===== src/hw/rtl/udp_to_tcp_header_rewriter_unit_assert.svh =====
// Assertion macros for the UDP to TCP header rewriter.
`ifndef UDP_TO_TCP_HEADER_REWRITER_UNIT_ASSERT_SVH
`define UDP_TO_TCP_HEADER_REWRITER_UNIT_ASSERT_SVH

// Same-cycle implication, checked outside reset.
`define UDPT_ASSERT_NOW(label, ante, cons) \
    label: assert property (@(posedge clk) disable iff (!rst_n) (ante) |-> (cons)) \
        else $error("udpt: same-cycle check failed");

// Next-cycle implication, checked outside reset.
`define UDPT_ASSERT_NEXT(label, ante, cons) \
    label: assert property (@(posedge clk) disable iff (!rst_n) (ante) |=> (cons)) \
        else $error("udpt: next-cycle check failed");

`endif


===== src/hw/rtl/udpt_pkg.sv =====
// Types and constants shared by the UDP to TCP header rewriter.
`timescale 1ns / 1ps

package udpt_pkg;

    typedef struct packed {
        logic [15:0] frame_word;
        logic        last_word;
        logic        odd_end;
    } in_item_t;

    typedef struct packed {
        logic [15:0] out_word;
        logic        out_last;
        logic        out_odd_end;
        logic        funneled;
    } out_item_t;

    // Header fields captured while the headers are collected.
    typedef struct packed {
        logic [15:0] old_len;
        logic [15:0] old_tp;
        logic [15:0] old_ck;
        logic [15:0] udp_len;
    } hdr_t;

    // Rewritten header fields.
    typedef struct packed {
        logic [15:0] new_len;
        logic [15:0] new_tp;
        logic [15:0] ip_ck;
        logic [15:0] tcp_ck;
    } csum_t;

    localparam logic [1:0] CFG_MATCH_PORT = 2'd0;
    localparam logic [1:0] CFG_TCP_SRC    = 2'd1;
    localparam logic [1:0] CFG_TCP_DST    = 2'd2;

    localparam int ETH_WORDS = 7;
    localparam int TCP_WORDS = 10;

    localparam logic [15:0] ETHERTYPE_IPV4 = 16'h0800;
    localparam logic [7:0]  PROTO_UDP      = 8'd17;
    localparam logic [7:0]  PROTO_TCP      = 8'd6;
    localparam logic [15:0] LEN_GROWTH     = 16'd20;

    localparam logic [15:0] TCP_SEQ_HI = 16'hCAFE;
    localparam logic [15:0] TCP_SEQ_LO = 16'hBABE;
    localparam logic [15:0] TCP_ACK_HI = 16'hBABE;
    localparam logic [15:0] TCP_ACK_LO = 16'hCAFE;
    localparam logic [15:0] TCP_FLAGS  = 16'h5002;
    localparam logic [15:0] TCP_WINDOW = 16'd1024;

    // Fixed part of the TCP checksum sum: constant header words, the two
    // pairs of a word and its complement that cancel to all ones, and the
    // protocol change in the pseudo-header.
    localparam logic [20:0] TCP_CONST_SUM =
        21'(TCP_SEQ_HI) + 21'(TCP_SEQ_LO) + 21'(TCP_ACK_HI) + 21'(TCP_ACK_LO)
        + 21'(TCP_FLAGS) + 21'(TCP_WINDOW) + 21'(16'hFFFF) + 21'(16'hFFFF)
        + 21'({8'hFF, ~PROTO_UDP}) + 21'({8'h00, PROTO_TCP});

endpackage


===== src/hw/rtl/udp_to_tcp_header_rewriter_unit.sv =====
// Top level of the UDP to TCP header rewriter.
`timescale 1ns / 1ps

// The block takes an Ethernet frame as 16-bit words and holds the Ethernet,
// IPv4 and UDP headers in a header memory of HEADER_WORDS entries until it
// can decide. An IPv4 UDP frame whose destination port equals the
// configured match port leaves with a 20-byte TCP header (SYN, fixed seq and
// ack, window 1024) after the IP header, protocol set to TCP, total length
// grown by 20 and both checksums updated; every other frame leaves as it
// came. While headers are collected a word is taken in every cycle and
// nothing leaves. Once the verdict is known the held words, and the TCP
// words where funneled, are sent one by one, each read from the header
// memory and then loaded into the output register; input is stalled
// during that burst of at most 51 transfers. The rest of the frame then
// passes at one word per cycle while the output is not stalled. The memory
// needs no clearing pass: only entries written for the current frame are
// ever read. Configuration may be written at any time the block is idle.

module udp_to_tcp_header_rewriter_unit
#(
    parameter int HEADER_WORDS = 64
)
(
    input  logic                  clk,
    input  logic                  rst_n,
    input  logic                  cfg_we,
    input  logic [1:0]            cfg_addr,
    input  logic [15:0]           cfg_wdata,
    input  logic                  in_valid,
    output logic                  in_stall,
    input  udpt_pkg::in_item_t    in_data,
    output logic                  out_valid,
    input  logic                  out_stall,
    output udpt_pkg::out_item_t   out_data
);

    `include "udp_to_tcp_header_rewriter_unit_assert.svh"

    // The counter holds the word count of a frame plus the inserted words.
    localparam int CW = $clog2(HEADER_WORDS + udpt_pkg::TCP_WORDS + 1);
    localparam int AW = $clog2(HEADER_WORDS);

    localparam logic [CW-1:0] N_ETYPE  = CW'(udpt_pkg::ETH_WORDS);
    localparam logic [CW-1:0] N_IHL    = CW'(udpt_pkg::ETH_WORDS + 1);
    localparam logic [CW-1:0] N_PROTO  = CW'(udpt_pkg::ETH_WORDS + 5);
    localparam logic [CW-1:0] P_LEN    = CW'(udpt_pkg::ETH_WORDS + 1);
    localparam logic [CW-1:0] P_TP     = CW'(udpt_pkg::ETH_WORDS + 4);
    localparam logic [CW-1:0] P_CK     = CW'(udpt_pkg::ETH_WORDS + 5);
    localparam logic [CW-1:0] N_LIMIT  = CW'(HEADER_WORDS);
    localparam logic [CW-1:0] N_TCP    = CW'(udpt_pkg::TCP_WORDS);

    typedef enum logic [3:0]
    {
        ST_COLLECT = 4'b0001,
        ST_ISSUE   = 4'b0010,
        ST_LOAD    = 4'b0100,
        ST_PASS    = 4'b1000
    } state_t;

    state_t      state_reg, state_next;
    logic [CW-1:0] idx_reg, idx_next;
    logic [CW-1:0] k_reg, k_next;
    logic [CW-1:0] total_reg, total_next;
    logic [4:0]  ihw_reg, ihw_next;
    logic        fun_reg, fun_next;
    logic        flast_reg, flast_next;
    logic        fodd_reg, fodd_next;
    logic [15:0] match_port_reg;
    logic [15:0] tcp_src_reg;
    logic [15:0] tcp_dst_reg;
    logic [15:0] udp_dst_reg;
    udpt_pkg::hdr_t  hdr_reg;
    udpt_pkg::csum_t csum;

    logic [15:0] hdr_mem [HEADER_WORDS];
    logic [15:0] rd_data_reg;
    logic [CW-1:0] rd_addr;

    logic        out_valid_reg, out_valid_next;
    udpt_pkg::out_item_t out_data_reg, out_data_next;

    logic        in_accept;
    logic        out_free;
    logic [CW-1:0] n;
    logic [CW-1:0] ub;
    logic        verdict_pass;
    logic        verdict_fun;
    logic        in_tcp;
    logic [CW-1:0] tcp_j;
    logic [15:0] flush_word;

    assign in_accept = in_valid && !in_stall;
    assign out_free  = !out_valid_reg || !out_stall;
    assign n         = idx_reg + CW'(1);
    assign ub        = N_ETYPE + CW'(ihw_reg);

    always_comb
    begin
        case (state_reg)
            ST_COLLECT: in_stall = 1'b0;
            ST_PASS:    in_stall = !out_free;
            default:    in_stall = 1'b1;
        endcase
    end

    // Verdict on the word being collected.
    always_comb
    begin
        verdict_pass = 1'b0;
        verdict_fun  = 1'b0;
        ihw_next     = ihw_reg;
        if (n == N_ETYPE)
        begin
            verdict_pass = (in_data.frame_word != udpt_pkg::ETHERTYPE_IPV4);
        end
        else if (n == N_IHL)
        begin
            if (in_data.frame_word[11:8] < 4'd5)
            begin
                verdict_pass = 1'b1;
            end
            else
            begin
                ihw_next = {in_data.frame_word[11:8], 1'b0};
            end
        end
        else if (n == N_PROTO)
        begin
            verdict_pass = (in_data.frame_word[7:0] != udpt_pkg::PROTO_UDP);
        end
        else if (n > N_PROTO && n == ub + CW'(4))
        begin
            if (in_data.last_word && in_data.odd_end)
            begin
                verdict_pass = 1'b1;
            end
            else if (udp_dst_reg == match_port_reg)
            begin
                verdict_fun = 1'b1;
            end
            else
            begin
                verdict_pass = 1'b1;
            end
        end
        if (!verdict_pass && !verdict_fun && (in_data.last_word || n >= N_LIMIT))
        begin
            verdict_pass = 1'b1;
        end
    end

    // Word of the flush burst at output position k_reg.
    assign in_tcp = fun_reg && k_reg >= ub && k_reg < ub + N_TCP;
    assign tcp_j  = k_reg - ub;

    always_comb
    begin
        if (in_tcp)
        begin
            rd_addr = '0;
        end
        else if (fun_reg && k_reg >= ub + N_TCP)
        begin
            rd_addr = k_reg - N_TCP;
        end
        else
        begin
            rd_addr = k_reg;
        end
    end

    always_comb
    begin
        flush_word = rd_data_reg;
        if (in_tcp)
        begin
            case (tcp_j[3:0])
                4'd0:    flush_word = tcp_src_reg;
                4'd1:    flush_word = tcp_dst_reg;
                4'd2:    flush_word = udpt_pkg::TCP_SEQ_HI;
                4'd3:    flush_word = udpt_pkg::TCP_SEQ_LO;
                4'd4:    flush_word = udpt_pkg::TCP_ACK_HI;
                4'd5:    flush_word = udpt_pkg::TCP_ACK_LO;
                4'd6:    flush_word = udpt_pkg::TCP_FLAGS;
                4'd7:    flush_word = udpt_pkg::TCP_WINDOW;
                4'd8:    flush_word = csum.tcp_ck;
                default: flush_word = 16'h0000;
            endcase
        end
        else if (fun_reg && k_reg == P_LEN)
        begin
            flush_word = csum.new_len;
        end
        else if (fun_reg && k_reg == P_TP)
        begin
            flush_word = csum.new_tp;
        end
        else if (fun_reg && k_reg == P_CK)
        begin
            flush_word = csum.ip_ck;
        end
    end

    // Sequencer: collect, then issue a read and load the output register for
    // each flushed word, then pass the rest of the frame unless it has ended.
    always_comb
    begin
        state_next     = state_reg;
        idx_next       = idx_reg;
        k_next         = k_reg;
        total_next     = total_reg;
        fun_next       = fun_reg;
        flast_next     = flast_reg;
        fodd_next      = fodd_reg;
        out_valid_next = out_valid_reg && out_stall;
        out_data_next  = out_data_reg;
        case (state_reg)
            ST_COLLECT:
            begin
                if (in_accept)
                begin
                    if (verdict_pass || verdict_fun)
                    begin
                        idx_next   = '0;
                        k_next     = '0;
                        total_next = verdict_fun ? n + N_TCP : n;
                        fun_next   = verdict_fun;
                        flast_next = in_data.last_word;
                        fodd_next  = in_data.odd_end;
                        state_next = ST_ISSUE;
                    end
                    else
                    begin
                        idx_next = n;
                    end
                end
            end
            ST_ISSUE:
            begin
                state_next = ST_LOAD;
            end
            ST_LOAD:
            begin
                if (out_free)
                begin
                    out_valid_next             = 1'b1;
                    out_data_next.out_word     = flush_word;
                    out_data_next.out_last     = flast_reg && (k_reg == total_reg - CW'(1));
                    out_data_next.out_odd_end  = !fun_reg && flast_reg && fodd_reg
                                                 && (k_reg == total_reg - CW'(1));
                    out_data_next.funneled     = fun_reg;
                    k_next                     = k_reg + CW'(1);
                    if (k_reg == total_reg - CW'(1))
                    begin
                        state_next = flast_reg ? ST_COLLECT : ST_PASS;
                    end
                    else
                    begin
                        state_next = ST_ISSUE;
                    end
                end
            end
            ST_PASS:
            begin
                if (in_accept)
                begin
                    out_valid_next            = 1'b1;
                    out_data_next.out_word    = in_data.frame_word;
                    out_data_next.out_last    = in_data.last_word;
                    out_data_next.out_odd_end = in_data.last_word && in_data.odd_end;
                    out_data_next.funneled    = fun_reg;
                    if (in_data.last_word)
                    begin
                        state_next = ST_COLLECT;
                    end
                end
            end
            default:
            begin
                state_next = ST_COLLECT;
            end
        endcase
    end

    always_ff @(posedge clk or negedge rst_n)
    begin
        if (!rst_n)
        begin
            state_reg      <= ST_COLLECT;
            idx_reg        <= '0;
            k_reg          <= '0;
            total_reg      <= '0;
            ihw_reg        <= '0;
            fun_reg        <= 1'b0;
            flast_reg      <= 1'b0;
            fodd_reg       <= 1'b0;
            out_valid_reg  <= 1'b0;
            match_port_reg <= '0;
            tcp_src_reg    <= '0;
            tcp_dst_reg    <= '0;
        end
        else
        begin
            state_reg     <= state_next;
            idx_reg       <= idx_next;
            k_reg         <= k_next;
            total_reg     <= total_next;
            fun_reg       <= fun_next;
            flast_reg     <= flast_next;
            fodd_reg      <= fodd_next;
            out_valid_reg <= out_valid_next;
            if (state_reg == ST_COLLECT && in_accept)
            begin
                ihw_reg <= ihw_next;
            end
            if (cfg_we)
            begin
                case (cfg_addr)
                    udpt_pkg::CFG_MATCH_PORT: match_port_reg <= cfg_wdata;
                    udpt_pkg::CFG_TCP_SRC:    tcp_src_reg    <= cfg_wdata;
                    udpt_pkg::CFG_TCP_DST:    tcp_dst_reg    <= cfg_wdata;
                    default:                  ;
                endcase
            end
        end
    end

    // Payload registers and captured header fields.
    always_ff @(posedge clk)
    begin
        out_data_reg <= out_data_next;
        if (state_reg == ST_COLLECT && in_accept)
        begin
            if (idx_reg == P_LEN)
            begin
                hdr_reg.old_len <= in_data.frame_word;
            end
            if (idx_reg == P_TP)
            begin
                hdr_reg.old_tp <= in_data.frame_word;
            end
            if (idx_reg == P_CK)
            begin
                hdr_reg.old_ck <= in_data.frame_word;
            end
            if (idx_reg == ub + CW'(1))
            begin
                udp_dst_reg <= in_data.frame_word;
            end
            if (idx_reg == ub + CW'(2))
            begin
                hdr_reg.udp_len <= in_data.frame_word;
            end
        end
    end

    // Header memory: written while collecting, read once per flushed word.
    always_ff @(posedge clk)
    begin
        if (state_reg == ST_COLLECT && in_accept)
        begin
            hdr_mem[idx_reg[AW-1:0]] <= in_data.frame_word;
        end
        if (state_reg == ST_ISSUE)
        begin
            rd_data_reg <= hdr_mem[rd_addr[AW-1:0]];
        end
    end

    udpt_csum u_csum
    (
        .clk     (clk),
        .hdr     (hdr_reg),
        .tcp_src (tcp_src_reg),
        .tcp_dst (tcp_dst_reg),
        .csum    (csum)
    );

    assign out_valid = out_valid_reg;
    assign out_data  = out_data_reg;

    // A flushed word waiting on a stalled output keeps the sequencer in place.
    `UDPT_ASSERT_NEXT(a_load_holds, state_reg == ST_LOAD && out_valid_reg && out_stall, state_reg == ST_LOAD && k_reg == $past(k_reg))
    // Every memory read is followed by the load of its word.
    `UDPT_ASSERT_NEXT(a_issue_then_load, state_reg == ST_ISSUE, state_reg == ST_LOAD)
    // The collect counter never runs past the header memory.
    `UDPT_ASSERT_NOW(a_idx_in_range, state_reg == ST_COLLECT, idx_reg < N_LIMIT)

endmodule


===== src/hw/rtl/udpt_csum.sv =====
// Pipelined checksum and length rewrite for funneled frames.
`timescale 1ns / 1ps

module udpt_csum
(
    input  logic               clk,
    input  udpt_pkg::hdr_t     hdr,
    input  logic [15:0]        tcp_src,
    input  logic [15:0]        tcp_dst,
    output udpt_pkg::csum_t    csum
);

    logic [15:0] new_len;
    logic [15:0] new_tp;
    logic [17:0] ip_a_reg;
    logic [15:0] tp_diff_a_reg;
    logic [15:0] tp_diff_b_reg;
    logic [18:0] ip_s_reg;
    logic [20:0] tcp_a_reg;
    logic [16:0] len_diff_reg;
    logic [20:0] tcp_s_reg;
    logic [16:0] ip_f1;
    logic [15:0] ip_f2;
    logic [16:0] tcp_f1;
    logic [15:0] tcp_f2;

    assign new_len = hdr.old_len + udpt_pkg::LEN_GROWTH;
    assign new_tp  = {hdr.old_tp[15:8], udpt_pkg::PROTO_TCP};

    // The complements are taken at 16 bits before they are widened.
    always_ff @(posedge clk)
    begin
        ip_a_reg      <= {2'b00, ~hdr.old_ck} + {2'b00, ~hdr.old_len} + {2'b00, new_len};
        tp_diff_a_reg <= ~hdr.old_tp;
        tp_diff_b_reg <= new_tp;
        ip_s_reg      <= 19'(ip_a_reg) + 19'(tp_diff_a_reg) + 19'(tp_diff_b_reg);
        tcp_a_reg     <= udpt_pkg::TCP_CONST_SUM + 21'(tcp_src) + 21'(tcp_dst);
        len_diff_reg  <= {1'b0, ~hdr.udp_len}
                         + 17'(16'(hdr.udp_len + udpt_pkg::LEN_GROWTH));
        tcp_s_reg     <= tcp_a_reg + 21'(len_diff_reg);
    end

    // End-around carry folds; both sums are never zero.
    assign ip_f1  = 17'(ip_s_reg[15:0]) + 17'(ip_s_reg[18:16]);
    assign ip_f2  = ip_f1[15:0] + 16'(ip_f1[16]);
    assign tcp_f1 = 17'(tcp_s_reg[15:0]) + 17'(tcp_s_reg[20:16]);
    assign tcp_f2 = tcp_f1[15:0] + 16'(tcp_f1[16]);

    always_ff @(posedge clk)
    begin
        csum.new_len <= new_len;
        csum.new_tp  <= new_tp;
        csum.ip_ck   <= ~ip_f2;
        csum.tcp_ck  <= ~tcp_f2;
    end

endmodule


===== config.mk =====
export PLATFORM = sky130hd
export DESIGN_NAME = udp_to_tcp_header_rewriter_unit
export DESIGN_NICKNAME = d
export VERILOG_FILES = /design/src/hw/rtl/udpt_pkg.sv /design/src/hw/rtl/udp_to_tcp_header_rewriter_unit.sv /design/src/hw/rtl/udpt_csum.sv
export VERILOG_INCLUDE_DIRS = /design/src /design/src/hw/rtl
export SDC_FILE = /design/constraint.sdc
export NUM_CORES = 2
export LEC_CHECK = 0
export BUFFER_PORTS_ARGS = -buffer_cell sky130_fd_sc_hd__buf_2
export CAP_MARGIN = 5
export CORE_UTILIZATION = 50
export CTS_CLUSTER_SIZE = 28
export DETAILED_ROUTE_END_ITERATION = 8
export PLACE_DENSITY = 0.67
export SYNTH_ARGS = -nofsm -noshare
export SYNTH_HDL_FRONTEND = slang
export SYNTH_SLANG_ARGS = --single-unit

===== constraint.sdc =====
create_clock -name clk -period 7.9 [get_ports clk]
set_input_delay 0.79 -clock clk [delete_from_list [all_inputs] [get_ports clk]]
set_output_delay 0.79 -clock clk [all_outputs]
set_load 0.02 [all_outputs]

==> results_dict.tcl <==
set metrics [dict create \
    avgSynthCellArea_um2 13.4 \
    path_clk_slew_ps 60 \
    die_w_um 346 \
    yosys.area.top_type "edfxtp_1" \
    start_kind "flip-flop" \
    antenna_found_initial 6 \
    grt_usage 0.275 \
    synth_area_mm2 0.0592 \
    place_area_mm2 0.0619 \
    finalCriticalPeriod_ps 6390 \
    worst-endpoint-arrival_ps 6890 \
    ys.flop_type "edfxtp_1" \
    run_status "finished, final reports clean" \
    cts_resized 0 \
    power.total_mw 18.7 \
    core_mm2 0.117 \
    io_pins 62 \
    synth-adder-area-share 0.0337 \
    ys_top_cells_by_count "1,137 x edfxtp_1, 632 x nand2_1, 341 x a21oi_1" \
    vias 37771 \
    setup_slack_ps 1510 \
    ant_nets 0 \
    post_cts_buffers 0 \
    crit_type "flip-flop to flip-flop" \
    grt_pass1_wl_mm 241 \
    cts.sinks 1382 \
    grt_max_degree 101 \
    cap_violations 0 \
    cts_root_buf "clkbuf_16" \
    hold_path_class "primary input to flip-flop" \
    path_max_fanout 35 \
    ys_seq_elements 1382 \
    clock.fmax_mhz 157 \
    layout.nets 4753 \
    cts_inserted_buffers 144 \
    dieHeight_um 346 \
    grt_overflow 0 \
    clkLatencyLatePin_ps 770 \
    synthMuxAreaShare 0.0528 \
    drv_slew 0 \
    routed_via_density 6.10 \
    area_delta_synth_final_pct 12.2 \
    worst_slew_pin_slew_ps 1190 \
    synth_cells 4426 \
    hold_viol 0 \
    dr.pass1.iters 8 \
    synth_compound_area_frac 0.101 \
    htreeDepth 4 \
    yosysMostFrequentCell "edfxtp_1" \
    start_util 0.507 \
    dp_slack_ps 1620 \
    synth_enable_flop_cells 1137 \
    core.rowCount 125 \
    worst_clock_skew_ps 23.3 \
    synth_top_area_frac 0.577 \
    finalWirelength_mm 166 \
    ys_seq_area_frac 0.666 \
    synth_cell_type_count 84 \
    place_hpwl_mm 105 \
    die_area_mm2 0.120 \
    setup_viol 0 \
    avgRoutedWirePerCell_um 26.8 \
    fin_crit_sh 0.809 \
    clockBufferDepth 3 \
    drive_gt1_frac 0.131 \
    drc_errors 0 \
    largest_reg_flops 1024 \
    place.gp.congestion 0.909 \
    ys_top_cells_by_area "edfxtp_1 58%, dfxtp_1 5.5%, nand2_1 4.0%" \
    synthSimpleGateAreaFrac 0.0898 \
    io_buffers 61 \
    final_cell_area_mm2 0.0664 \
    drt_iter0_drc 4666 \
    synthXorXnorAreaFrac 0.0338 \
    synth_fp_nets 4618 \
    powerDensity_mw_per_mm2 282 \
    ctsHoldBuffers 1 \
    rsz0062_at_grt "no" \
    relSlewSlack 0.204 \
    timing.setup.tns_ps 0 \
    cts_tree "built" \
    synthArstFlopShare 0.0586 \
    cp.required_ps 8400 \
    grt_pass1_vias 36236 \
    synth_top_family_by_area "compound AO/OA/AOI/OAI gates" \
    yosysWarningCount 0 \
    p_leak_nw 23.6 \
    irDropWorstVdd_v 0.000241 \
    cp-end-kind "flip-flop" \
]
[kinds of logic (layout without fill, tap and decap cells)]
family / count (synthesis) / count (layout)
and+or+nand+nor: 1195 / 1195
xor gates and xnor gates: 227 / 227
other: 0 / 3
AOI/OAI and AO/OA: 913 / 913
muxes: 219 / 219
adders and majority gates: 151 / 151
DFF: 1382 / 1382
buffers and inverters: 339 / 582
[worst max-delay path, cell delays in order (launching register included)]
cell       delay [ps]
dfrtp_1           550
inv_1             140
ha_1              250
xnor2_1           280
inv_1             140
ha_1              240
a21oi_1           170
xnor2_1           150
ha_1              270
a211o_1           280
o211ai_1          290
a211oi_2          210
a221oi_4          300
buf_4             500
buf_4             620
mux4_2            590
a2111oi_0         420
a31oi_1           190
or4_1             480
[final cells by class]
class                   instances  area [um^2]
diodes                          3         7.51
clock buffers                 184         3890
clock inverters                70          673
fillers                      9212        50400
inverters                     134          505
multi-input cells            2705        18600
flip-flops and latches       1382        39500
well taps                    1524         1910
repair buffers                194         1400
[cells in the final DEF (no fill, tap or decap), types with 17 or more instances in the layout]
cell	count
a21o_1	35
nor2_1	204
clkbuf_1	31
clkbuf_16	148
dfrtp_1	79
mux2i_1	49
nor3_1	52
nand2b_1	79
buf_4	141
xnor2_1	145
inv_1	133
o21ai_0	94
nand2_1	631
a31oi_1	58
mux4_2	64
o22ai_1	21
xor2_1	81
edfxtp_1	1137
a211o_1	38
clkinv_1	22
mux2_2	105
o211ai_1	60
clkinv_2	18
ha_1	137
dfxtp_1	164
a21oi_1	340
o22a_1	49
a2111oi_0	70
or3_1	17
and3_1	18
buf_2	47
nand3_1	69
or4_1	19
[metrics by stage]
stage	utilization	hold slack, ps	std cells
2_1_floorplan	-	348	4426
3_3_place_gp	0.529	348	5938
3_5_place_dp	0.529	353	5938
4_1_cts	0.569	243	6193
5_1_grt	0.569	281	6193
6_report	0.569	293	6196
[layer usage]
metal / global-route usage / vias up / wire length [um]
met4: 0.123 / 0 / 7410
li1: - / 16842 / -
met2: 0.415 / 1938 / 74300
met5: 0 / - / 0
met3: 0.0631 / 350 / 18200
met1: 0.381 / 18641 / 65800
[power by group]
| part | internal (mW) | switching (mW) |
|---|---|---|
| logic | 1.22 | 2.38 |
| registers | 8.25 | 0.293 |
| clock network | 3.78 | 2.80 |
| total | 13.3 | 5.47 |
[path summary, 6_finish.rpt]
kind	startpoint	end	slack (ps)	depth (start not counted)
min in group asynchronous	rst_n	tcp_dst_reg[0]	510	2
max in group asynchronous	rst_n	tcp_src_reg[12]	6330	3
min	cfg_wdata[2]	tcp_dst_reg[2]	290	2
max	ihw_reg[1]	rd_data_reg[6]	1510	18
max reg2reg	ihw_reg[1]	rd_data_reg[6]	1510	18
min reg2reg	hdr_reg[47]	u_csum.tp_diff_b_reg[15]	360	0
No activity file was read; power rests on OpenSTA's default activity.
